--- config.mk ---
export PLATFORM = sky130hd
export DESIGN_NAME = scof_ctrl
export DESIGN_NICKNAME = d
export VERILOG_FILES = /design/src/sv/scof_pkg.sv /design/src/sv/scof_ctrl.sv
export SDC_FILE = /design/constraint.sdc
export NUM_CORES = 1
export LEC_CHECK = 0
export BUFFER_PORTS_ARGS = -buffer_cell sky130_fd_sc_hd__buf_4
export CELL_PAD_IN_SITES_DETAIL_PLACEMENT = 0
export CELL_PAD_IN_SITES_GLOBAL_PLACEMENT = 1
export CORE_AREA = 2 2 39 41
export CTS_BUF_LIST = sky130_fd_sc_hd__clkbuf_16
export DETAILED_ROUTE_END_ITERATION = 10
export DIE_AREA = 0 0 41 43
export PLACE_DENSITY = 0.73
export SLEW_MARGIN = 30
export SYNTH_ARGS = -nofsm -noshare
export SYNTH_HDL_FRONTEND = slang
export SYNTH_SLANG_ARGS = --single-unit
export TNS_END_PERCENT = 100
--- constraint.sdc ---
create_clock -name clk -period 1.45 [get_ports clk]
set_input_delay 0.29 -clock clk [delete_from_list [all_inputs] [get_ports clk]]
set_output_delay 0.29 -clock clk [all_outputs]
set_load 0.02 [all_outputs]
--- src/sv/scof_pkg.sv ---
package scof_pkg;

    // field widths
    localparam int COORD_W    = 24;
    localparam int RAD_W      = 52;
    localparam int CWID_W     = 23;
    localparam int LVL_W      = 3;
    localparam int CLASS_W    = 2;
    localparam int COUNT_W    = 13;
    localparam int IDX_W      = 3;
    localparam int CFG_DATA_W = 52;

    // register indexes
    localparam logic [IDX_W-1:0] CFG_CENTER_X  = 3'd0;
    localparam logic [IDX_W-1:0] CFG_CENTER_Y  = 3'd1;
    localparam logic [IDX_W-1:0] CFG_CENTER_Z  = 3'd2;
    localparam logic [IDX_W-1:0] CFG_RADIUS_SQ = 3'd3;
    localparam logic [IDX_W-1:0] CFG_CELL_W    = 3'd4;
    localparam logic [IDX_W-1:0] CFG_LEVEL     = 3'd5;

    // register reset values
    localparam logic [RAD_W-1:0]  RADIUS_SQ_RST = 52'd16777216;
    localparam logic [CWID_W-1:0] CELL_W_RST    = 23'd4096;
    localparam logic [LVL_W-1:0]  LEVEL_RST     = 3'd2;

    // overlap classes
    localparam logic [CLASS_W-1:0] CLASS_ENCLOSED = 2'd0;
    localparam logic [CLASS_W-1:0] CLASS_PARTIAL  = 2'd1;
    localparam logic [CLASS_W-1:0] CLASS_NONE     = 2'd2;

    // largest count the result word carries
    localparam logic [COUNT_W-1:0] COUNT_MAX = 13'h1FFF;

    // which point enters the distance pipeline
    typedef enum logic [1:0] {
        PT_FAR  = 2'd0,
        PT_NEAR = 2'd1,
        PT_SUB  = 2'd2
    } pt_sel_t;

    // controller to datapath
    typedef struct packed {
        logic    load;
        logic    axes;
        logic    issue;
        pt_sel_t sel;
        logic    step;
        logic    finish;
    } cmd_t;

    // datapath to controller
    typedef struct packed {
        logic sweep_last;
        logic pipe_empty;
    } status_t;

endpackage

--- src/sv/scof_ctrl.sv ---
module scof_ctrl
    import scof_pkg::*;
(
    input  logic    clk,
    input  logic    rst_n,
    input  logic    start,
    input  status_t status,
    output cmd_t    cmd,
    output logic    busy
);

    typedef enum logic [5:0] {
        ST_IDLE  = 6'b000001,
        ST_AXES  = 6'b000010,
        ST_FAR   = 6'b000100,
        ST_NEAR  = 6'b001000,
        ST_SWEEP = 6'b010000,
        ST_DRAIN = 6'b100000
    } state_t;

    state_t state_reg;
    state_t state_next;

    // state register
    always_ff @(posedge clk or negedge rst_n)
    begin
        if (!rst_n)
        begin
            state_reg <= ST_IDLE;
        end
        else
        begin
            state_reg <= state_next;
        end
    end

    // next state and commands
    always_comb
    begin
        state_next = state_reg;
        cmd        = '0;
        cmd.sel    = PT_SUB;
        case (state_reg)
            ST_IDLE:
            begin
                if (start)
                begin
                    cmd.load   = 1'b1;
                    state_next = ST_AXES;
                end
            end
            ST_AXES:
            begin
                cmd.axes   = 1'b1;
                state_next = ST_FAR;
            end
            ST_FAR:
            begin
                cmd.issue  = 1'b1;
                cmd.sel    = PT_FAR;
                state_next = ST_NEAR;
            end
            ST_NEAR:
            begin
                cmd.issue  = 1'b1;
                cmd.sel    = PT_NEAR;
                state_next = ST_SWEEP;
            end
            ST_SWEEP:
            begin
                cmd.issue = 1'b1;
                cmd.sel   = PT_SUB;
                cmd.step  = !status.sweep_last;
                if (status.sweep_last)
                begin
                    state_next = ST_DRAIN;
                end
            end
            ST_DRAIN:
            begin
                if (status.pipe_empty)
                begin
                    cmd.finish = 1'b1;
                    state_next = ST_IDLE;
                end
            end
            default:
            begin
                state_next = ST_IDLE;
            end
        endcase
    end

    assign busy = (state_reg != ST_IDLE);

endmodule

; ---- Word level (Yosys, flattened, before mapping)
; Index checks and enable logic that the tools add are counted.
[op_classes]
n_eq_ne = 10
mux = 11
reduce_logical = 2
[op_table]
columns = cell, count
row1 = $pmux 6 s6, 1
row2 = $mux 6, 3
row3 = $pmux 3 s3, 1
row4 = $eq 6x1->1 const B, 1
row5 = $eq 6x2->1 const B, 1
row6 = $eq 6x3->1 const B, 1
row7 = $eq 6x4->1 const B, 1
row8 = $eq 6x5->1 const B, 1
row9 = $eq 6x6->1 const B, 1
row10 = $mux 1, 6
row11 = $ne 2x2->1 const B, 3
row12 = $ne 6x1->1 const B, 1
row13 = $reduce_and 3->1, 1
row14 = $logic_not 1->1, 1
[word_totals]
regBits = 6
inputBits = 5
out_inout_bits = 8
word_cells = 24

; ---- Depth between registers and ports, before layout
; Gate-level depths: netlist of the first run.
[depth]
word_depth = 3
ltp_mapped = 5

; ---- Worst setup path after synthesis of the first run
; OpenSTA, ideal clock, no wires.
[synth_timing]
path_kind = register to output
start = register state_reg[1]
end = output cmd[4] in the netlist's numbering
t_arrival_ns = 1.593
required_time_ns = 1.160
slack_ns = -0.433
path_stages_with_launch = 5
path_cell_list = dfrtp_1 or4_4 nor3b_4 nor2_2 o21ai_2
[synth_rtl]
columns = item, line
row1 = from (decl), scof_ctrl.sv:21  ; state_t state_reg;
row2 = from (signal assigned), scof_ctrl.sv:33  ; state_reg <= state_next;
row3 = to (decl), scof_ctrl.sv:8  ; output cmd_t cmd,

==> results of run 1 <==
==> how the worst min path moves through the flow <==
stage | start | to | cells past startpoint
2_1_floorplan | rst_n | state_reg[1] | 0
3_3_place_gp | rst_n | state_reg[4] | 1
3_5_place_dp | rst_n | state_reg[4] | 1
4_1_cts | start | state_reg[1] | 3
5_1_grt | start | state_reg[1] | 3
6_report | start | state_reg[1] | 3
==> cell usage in the layout (no fill, tap or decap) <==
cell | Yosys | final
buf_4 | 0 | 20
buf_6 | 0 | 10
dfrtp_1 | 5 | 4
nor2_4 | 0 | 3
nor2_1 | 5 | 3
inv_1 | 3 | 3
nor3_1 | 4 | 3
clkbuf_16 | 0 | 3
and4b_2 | 2 | 2
nor4b_4 | 0 | 2
nor3b_4 | 1 | 2
nor4b_1 | 4 | 2
nand2_1 | 2 | 1
nand2_4 | 0 | 1
nand2b_4 | 0 | 1
or4_4 | 1 | 1
o21ai_4 | 0 | 1
nor3_4 | 0 | 1
nand3_2 | 0 | 1
inv_2 | 0 | 1
a31oi_1 | 1 | 1
a21oi_1 | 1 | 1
xnor2_1 | 1 | 1
o21bai_1 | 1 | 1
o311a_2 | 1 | 1
or2_1 | 1 | 1
dlygate4sd3_1 | 0 | 1
dfstp_2 | 1 | 1
dfrtp_2 | 0 | 1
==> power groups by stage <==
stage                     sequential, W  combinational [W]  clock, W
after floorplan                0.000262           0.000286         0
after global placement         0.000236           0.000593         0
after detailed placement       0.000237           0.000599         0
after CTS                      0.000236           0.000702  0.000472
after global routing           0.000246           0.000872  0.000487
final                          0.000240           0.000811  0.000461
==> timing repair <==
action | CTS | global route
pin swaps | 2 | 8
resized for setup | 9 | 14
hold buffers | 1 | 0
endpoints found under the hold margin | 5 | 0
endpoints found under the setup margin | 9 | 10
setup buffers | 2 | 3
==> metal layers <==
metal	GRT usage	vias to the layer above	wire, um
met3	0.0942	2	53
met4	0.0600	0	11
met2	0.200	8	549
met1	0.187	195	466
met5	0	-	0
li1	-	219	-
==> area by class of cell <==
cell class / count / share of cell area
multi-input combinational: 30 / 0.369
timing repair buffer: 31 / 0.322
sequential: 6 / 0.180
clock buffer: 3 / 0.0885
tap: 16 / 0.0236
inverter: 3 / 0.0133
clock inverter: 1 / 0.00442
==> kinds of logic after synthesis <==
group,after synthesis,synth area share
compound gates,5,0.101
xor+xnor,1,0.0227
buf+inv,4,0.0422
simple gates,24,0.442
flops,6,0.393
==> through the flow <==
step	area, sq um	utilization	hold WS, ns
2_1_floorplan	423	-	-0.00559
3_3_place_gp	626	0.452	0.102
3_5_place_dp	626	0.452	0.106
4_1_cts	772	0.558	0.318
5_1_grt	848	0.613	0.334
6_report	848	0.613	0.321
==> worst max-delay path, cell delays in order, from the launching register on <==
cell,delay (ns)
dfstp_2,0.36
or4_4,0.56
nor3b_4,0.28
nor2_4,0.06
o21ai_4,0.06
buf_6,0.12
==> results_dict.tcl, run 1 <==
set metrics [dict create \
    run_status "finished with violations" \
    violations "negative setup slack" \
    synth_top_area_frac 0.325 \
    timing.final.ws_setup_ns -0.508 \
    power.total_w 0.00151 \
    grt_pass1_wl_mm 1.65 \
    fin_nets 80 \
    switchingPower_w 0.000482 \
    drive_gt1_frac 0.703 \
    synth_warnings 0 \
    hold_class "in2reg" \
    fillers 113 \
    drc 0 \
    path_max_fanout 2 \
    hpwl_um 767 \
    diodes 0 \
    power_frac_seq 0.159 \
    cts_tree "yes" \
    regArea_sq_um 153 \
    powerDensity_nw_per_um2 1780 \
    clock_tree.root_cell "clkbuf_16" \
    row_count 14 \
    cts_buffer_depth 2 \
    synth_flop_cell "dfrtp_1" \
    final_max_slew_viol_count 0 \
    period_share 1.35 \
    rsz0062_at_grt "true" \
    relSlewSlack 0.832 \
    multi_input_area_sq_um 313 \
    maxCapViolCount 0 \
    r2r-end "state_reg[4]" \
    io_pins 13 \
    post-place-ws_ns -0.292 \
    clock_sinks 6 \
    via_per_inst 4.71 \
    grt_antenna_before_repair 0 \
    tightest_slew_ns 0.248 \
    clkPwrFrac 0.305 \
    die_height_um 43 \
    stdcell_count 90 \
    fmax_mhz 511 \
    cp-end-kind "output pin" \
    firstDrtPassIters 3 \
    synthesis.area_sq_um 385 \
    wl_per_cell_um 12.0 \
    internal-power_w 0.00103 \
    synth_edf_count 0 \
    die-width_um 41 \
    largest_register_ffs 6 \
    drt_iter0_drc 2 \
    insertion_delay_ns 0.23 \
    grt_pass1_vias 365 \
    routabilityCongestion 0.762 \
    finalClockSkew_ns 0.00857 \
    antenna_left 0 \
    seq_area_frac_synth 0.393 \
    combPwrFrac 0.536 \
    grt_use_total 0.149 \
    setup_violations 10 \
    io_buffers 12 \
    cts_buffers 3 \
    die_area_sq_um 1760 \
    rr_startpoint "state_reg[0]" \
    crit_path_end "cmd[4]" \
    crit_type "reg2out" \
    crit_path_start "state_reg[0]" \
    fin_crit_ns 1.96 \
    initial_core_util 0.278 \
    r2r_slack_ns -0.02 \
    synth_cell_types 22 \
    synthArstFlopShare 1.00 \
    synth_common_cells "dfrtp_1 (5), nor2_1 (5), nor3_1 (4), nor4b_1 (4), inv_1 (3)" \
    fin_setup_tns_ns -2.38 \
    clk_pin_slew_ns 0.03 \
    hold_viol 0 \
    critical_path_arrival_ns 1.67 \
    grt_max_degree 10 \
    grt-ovfl-total 0 \
    leakagePower_nw 0.399 \
    htree_num_levels 1 \
    syn_inst 40 \
    startpoint_type "register" \
    vias 424 \
    area_growth_syn_to_layout_pct 120 \
    cp.required_ns 1.16 \
    syn_area_per_cell_sq_um 9.63 \
    syn_nets 45 \
    ys_top_cells_by_area "dfrtp_1 (32%), nor4b_1 (9.1%), dfstp_2 (6.8%)" \
    core-area_sq_um 1380 \
    yosysTopAreaCell "dfrtp_1" \
    dp_cells 80 \
    routed_wirelength_mm 1.08 \
    netSwitchingFraction 0.318 \
    ys_ff_latch 6 \
    r2r_cells 4 \
    ir_worst_vdd_uv 1280 \
]
(Power assumes the default switching activity.)
==> inputs of run 2 (changes only) <==
Settings changed: ABC_AREA set to 1, CAP_MARGIN set to 20, CORE_AREA 2 2 39 41 to unset, CORE_MARGIN set to 2, CORE_UTILIZATION set to 28, DIE_AREA 0 0 41 43 to unset, PLACE_DENSITY 0.73 to 0.75.
Clock period 1.45 ns to 1.65 ns, I/O delays scaled along.
==> run 2 against run 1 <==
Against the previous run: the flow now finishes without violations; power shrank 19%; via count shrank 8.3%; global-route usage shrank 3.6 points; worst setup slack gained 0.53 ns; area after synthesis shrank 3.2%; wire length shrank 20%; sequential power grew 13%; combinational power shrank 32%; critical path depth is the same; critical path type unchanged; largest power group unchanged.
==> results_dict.tcl, run 2 <==
set metrics [dict create \
    run_status "complete, no violations" \
    synth_top_area_frac 0.336 \
    r2r_cells 8 \
    diodes 0 \
    hold_depth 4 \
    final_max_slew_viol_count 0 \
    cts_buffers 3 \
    layout_common_cells "buf_4 (19), inv_1 (13), nor2_1 (9)" \
    leakagePower_nw 0.383 \
    grt_pass1_wl_mm 1.12 \
    die_area_sq_um 1640 \
    cp-end-kind "output pin" \
    clkPwrFrac 0.326 \
    netSwitchingFraction 0.384 \
    cts_tree "yes" \
    row_count 13 \
    fillers 128 \
    final_common_cell "buf_4" \
    drc 0 \
    max_stage_delay_ns 0.56 \
    syn_inst 52 \
    insertion_delay_ns 0.23 \
    syn_area_per_cell_sq_um 7.17 \
    vias 389 \
    ys_top_cells_by_area "dfrtp_1 (34%), inv_1 (13%), nor2_1 (11%)" \
    yosysMostFrequentCell "inv_1" \
    routed_wirelength_um 862 \
    dpl_cell_area_sq_um 482 \
    cp.required_ns 1.32 \
    yosysTopAreaCell "dfrtp_1" \
    io_buffers 12 \
    startpoint_type "register" \
    switchingPower_w 0.000471 \
    combPwrFrac 0.452 \
    tightest_slew_ns 0.210 \
    synthArstFlopShare 1.00 \
    hold_viol 0 \
    fin_nets 82 \
    clock_tree.root_cell "clkbuf_16" \
    via_per_inst 4.27 \
    rsz0062_at_grt "true" \
    clk_pin_slew_ns 0.03 \
    synth_edf_count 0 \
    fmax_mhz 613 \
    relSlewSlack 0.860 \
    path_max_fanout 3 \
    synth_common_cells "inv_1 (13), nor2_1 (11), nand3_1 (8)" \
    synthesis.area_sq_um 373 \
    core-area_sq_um 1270 \
    ir_worst_vdd_uv 1150 \
    drive_gt1_frac 0.474 \
    critical_path_arrival_ns 1.30 \
    grt_antenna_before_repair 0 \
    io_pins 13 \
    internal-power_w 0.000755 \
    area_growth_syn_to_layout_pct 78.5 \
    htree_num_levels 1 \
    synth_flop_cell "dfrtp_1" \
    fin_crit_ns 1.63 \
    maxCapViolCount 0 \
    hpwl_um 614 \
    regArea_sq_um 151 \
    hold_class "in2reg" \
    power_frac_seq 0.221 \
    period_share 0.988 \
    wl_per_cell_um 9.47 \
    initial_core_util 0.294 \
    power.total_w 0.00123 \
    multi_input_area_sq_um 211 \
    grt_use_total 0.114 \
    syn_nets 57 \
    firstDrtPassIters 4 \
    clock_sinks 6 \
    finalClockSkew_ns 0.00181 \
    cp_cell_sequence "inv_2, nor2_4, nand3_2, nor2_1, buf_4" \
    synth_warnings 0 \
    die-width_um 40.5 \
    seq_area_frac_synth 0.406 \
    cp_slowest_cell "dfstp_2" \
    grt-ovfl-total 0 \
    grt_pass1_vias 267 \
    die_height_um 40.5 \
    cts_buffer_depth 2 \
    routabilityCongestion 0.659 \
    antenna_left 0 \
    synth_cell_types 13 \
    crit_type "reg2out" \
    powerDensity_nw_per_um2 1840 \
    drt_iter0_drc 3 \
    ys_ff_latch 6 \
    final_area_sq_um 666 \
    largest_register_ffs 6 \
    grt_max_degree 7 \
    setup_violations 0 \
]
==> run 2: cell types whose count changed after synthesis, sizes merged, moves of 3 or more <==
| cell | change |
|---|---|
| inv | +11 |
| nor4b | -4 |
| nor2 | +9 |
| nand2 | +3 |
| nor3 | -3 |
| nand3 | +8 |
==> run 2: final cells by class <==
class / instances / area share
tap: 15 / 0.0282
multi-input combinational: 32 / 0.318
sequential: 6 / 0.227
inverter: 14 / 0.0789
clock buffer: 3 / 0.113
clock inverter: 1 / 0.00564
timing repair buffer: 20 / 0.229
==> run 2: cells by family (layout without fill, tap and decap cells) <==
| family | count (synthesis) | after routing | share of synthesized area |
|---|---|---|---|
| simple gates | 32 | 32 | 0.453 |
| buf+inv | 14 | 38 | 0.141 |
| flops | 6 | 6 | 0.406 |
==> run 2: final timing paths <==
kind | startpoint | end | slack, ns
setup / recovery | state_reg[0] | cmd[6] | 0.02
hold reg to reg | state_reg[3] | state_reg[3] | 0.64
hold / removal | start | state_reg[0] | 0.41
setup reg to reg | state_reg[3] | state_reg[5] | 0.31
min in group asynchronous | rst_n | state_reg[3] | 0.45
max in group asynchronous | rst_n | state_reg[0] | 1.00
==> run 2: repair_timing <==
item / CTS / global route
hold buffers: 1 / 0
setup buffers: 0 / 7
resized for setup: 3 / 7
pin swaps: 0 / 5
endpoints found under the setup margin: 2 / 6
hold endpoints to repair: 5 / 0
==> run 2: power by group through the flow <==
stage | Sequential, W | Clock [W] | Combinational (W)
3_5_place_dp | 0.000251 | 0 | 0.000452
2_1_floorplan | 0.000245 | 0 | 0.000318
3_3_place_gp | 0.000250 | 0 | 0.000453
6_report | 0.000271 | 0.000400 | 0.000555
4_1_cts | 0.000256 | 0.000405 | 0.000476
5_1_grt | 0.000277 | 0.000411 | 0.000616
==> run 2: routing by layer <==
| layer | vias up | wire length [um] | track usage |
|---|---|---|---|
| met5 | - | 0 | 0 |
| met4 | 0 | 27 | 0.100 |
| met3 | 3 | 52 | 0.0333 |
| met2 | 10 | 431 | 0.159 |
| met1 | 171 | 351 | 0.139 |
| li1 | 205 | - | - |
==> run 2: critical path: cells and delay by family, from the launching register on <==
family	cells	cell delay [ns]
and+or+nand+nor	3	0.31
DFF	1	0.56
buffers and inverters	2	0.19
==> run 2: metrics by stage <==
stage	util	setup TNS, ns	hold slack [ns]	std cells	setup WS [ns]
2_1_floorplan	-	0	0.0344	52	0.00277
3_3_place_gp	0.380	0	0.137	79	0.218
3_5_place_dp	0.380	0	0.139	79	0.181
4_1_cts	0.460	0	0.358	84	0.0122
5_1_grt	0.525	-0.168	0.457	91	-0.0521
6_report	0.525	0	0.410	91	0.0193
==> inputs of run 3 (changes only) <==
Settings changed: BUFFER_PORTS_ARGS -buffer_cell sky130_fd_sc_hd__buf_4 to unset, CORE_AREA set to 2 2 39 41, CORE_MARGIN 2 to unset, CORE_UTILIZATION 28 to unset, CTS_CLUSTER_DIAMETER set to 60, DIE_AREA set to 0 0 41 43, DONT_BUFFER_PORTS set to 1, PLACE_DENSITY 0.75 to 0.63.
==> run 3 against run 2 <==
Against the previous run: hold slack worse by 0.13 ns; power down 6.9%; worst setup slack better by 0.026 ns; maximum frequency up 1.6%; via count down 15%; wire length down 6.0%; global-route usage up 0.61 points; final cell count down 14%; die area up 7.5%.
==> results_dict.tcl, run 3 (synthesis results as in run 2) <==
set metrics [dict create \
    clock_tree.root_cell "clkbuf_16" \
    htree_num_levels 1 \
    maxCapViolCount 0 \
    routabilityCongestion 0.621 \
    largest_register_ffs 6 \
    cts_tree "yes" \
    tightest_slew_ns 0.287 \
    fin_setup_tns_ns 0 \
    finalClockSkew_ns 0.00324 \
    fin_nets 68 \
    io_pins 13 \
    setup_violations 0 \
    run_status "complete, no violations" \
    grt_max_degree 7 \
    internal-power_w 0.000693 \
    stdcell_count 78 \
    antenna_left 0 \
    dp_cells 72 \
    initial_core_util 0.269 \
    crit_path_start "state_reg[0]" \
    clk_pin_slew_ns 0.03 \
    hpwl_um 623 \
    r2r_slack_ns 0.32 \
    r2r_cells 6 \
    drive_gt1_frac 0.371 \
    grt_antenna_before_repair 0 \
    drc 0 \
    grt_use_total 0.120 \
    ir_worst_vdd_uv 798 \
    die-width_um 41 \
    clock_sinks 6 \
    grt_pass1_wl_mm 1.27 \
    cts_buffer_depth 2 \
    power.total_w 0.00114 \
    cp-end-kind "output pin" \
    layout_common_cells "inv_1 (12), nor2_1 (9)" \
    final_common_cell "inv_1" \
    cp.required_ns 1.32 \
    io_buffers 0 \
    wl_per_cell_um 10.4 \
    row_count 14 \
    critical_path_arrival_ns 1.27 \
    crit_path_end "cmd[6]" \
    cts_buffers 3 \
    period_share 0.973 \
    startpoint_type "register" \
    hold_class "in2reg" \
    final_max_slew_viol_count 0 \
    post-route-util 0.401 \
    path_max_fanout 3 \
    fillers 143 \
    grt_pass1_vias 299 \
    firstDrtPassIters 4 \
    holdWs_ns 0.279 \
    grt-ovfl-total 0 \
    rsz0062_at_grt "true" \
    routed_wirelength_um 810 \
    r2r-end "state_reg[0]" \
    fmax_mhz 623 \
    netSwitchingFraction 0.393 \
    drt_iter0_drc 5 \
    core-area_sq_um 1380 \
    vias 329 \
    relSlewSlack 0.808 \
    die_area_sq_um 1760 \
    leakagePower_nw 0.310 \
    hold_depth 3 \
    crit_type "reg2out" \
    diodes 0 \
    insertion_delay_ns 0.23 \
    hold_viol 0 \
    powerDensity_nw_per_um2 2060 \
    area_growth_syn_to_layout_pct 48.7 \
    switchingPower_w 0.000449 \
    via_per_inst 4.22 \
    rr_startpoint "state_reg[0]" \
    fin_crit_ns 1.60 \
    power_frac_seq 0.238 \
    die_height_um 43 \
    clkPwrFrac 0.349 \
    combPwrFrac 0.413 \
]
## run 3: changes by cell type in the layout (fill, tap and decap cells not counted)
cell     previous run  this run
nand3_2             3         4
nand3_4             1         0
inv_1              13        12
inv_2               2         3
buf_4              19         5
## run 3: timing repair
item | in CTS | in global routing
endpoints found under the hold margin | 6 | 0
setup endpoints to repair | 0 | 6
hold buffers | 1 | 0
setup buffers | 0 | 1
gates resized for setup | 0 | 10
## run 3: metrics by stage
stage          setup slack, ns  cell area, sq um
2_1_floorplan          0.00277               373
3_3_place_gp             0.259               423
3_5_place_dp             0.249               423
4_1_cts                 0.0121               512
5_1_grt                -0.0149               554
6_report                0.0450               554
## run 3: worst min-delay path by stage
stage	to	start	slack, ns
finish	state_reg[4]	status[1]	0.28
global route	state_reg[4]	status[1]	0.31
CTS	state_reg[4]	status[1]	0.28
detailed placement	state_reg[2]	rst_n	0.03
global placement	state_reg[2]	rst_n	0.03
floorplan	state_reg[1]	rst_n	0.03
## run 3: cell type report
class	count	area, sq um	share of cell area
Sequential cell	6	151	0.273
Multi-Input combinational cell	32	204	0.368
Inverter	14	52.6	0.0948
Clock inverter	1	3.75	0.00677
Timing Repair Buffer	6	47.5	0.0858
Tap cell	16	20.0	0.0361
Clock buffer	3	75.1	0.135
## run 3: per-layer routing
metal / up-vias / wire [um] / GRT usage
li1: 176 / - / -
met1: 143 / 344 / 0.143
met2: 8 / 416 / 0.147
met3: 2 / 39 / 0.0681
met4: 0 / 10 / 0.100
met5: - / 0 / 0
## run 3: worst max-delay path, stage by stage (launching register included)
cell and delay (ns):
dfstp_2 0.56, inv_2 0.05, nor2_4 0.11, nand3_2 0.08, nor2_1 0.11, buf_4 0.14
## run 3: power groups by stage
stage          Combinational, W  Sequential (W)  Clock (W)
6_report               0.000472        0.000272   0.000399
3_5_place_dp           0.000421        0.000254          0
3_3_place_gp           0.000420        0.000251          0
2_1_floorplan          0.000318        0.000245          0
4_1_cts                0.000428        0.000252   0.000406
5_1_grt                0.000523        0.000279   0.000416
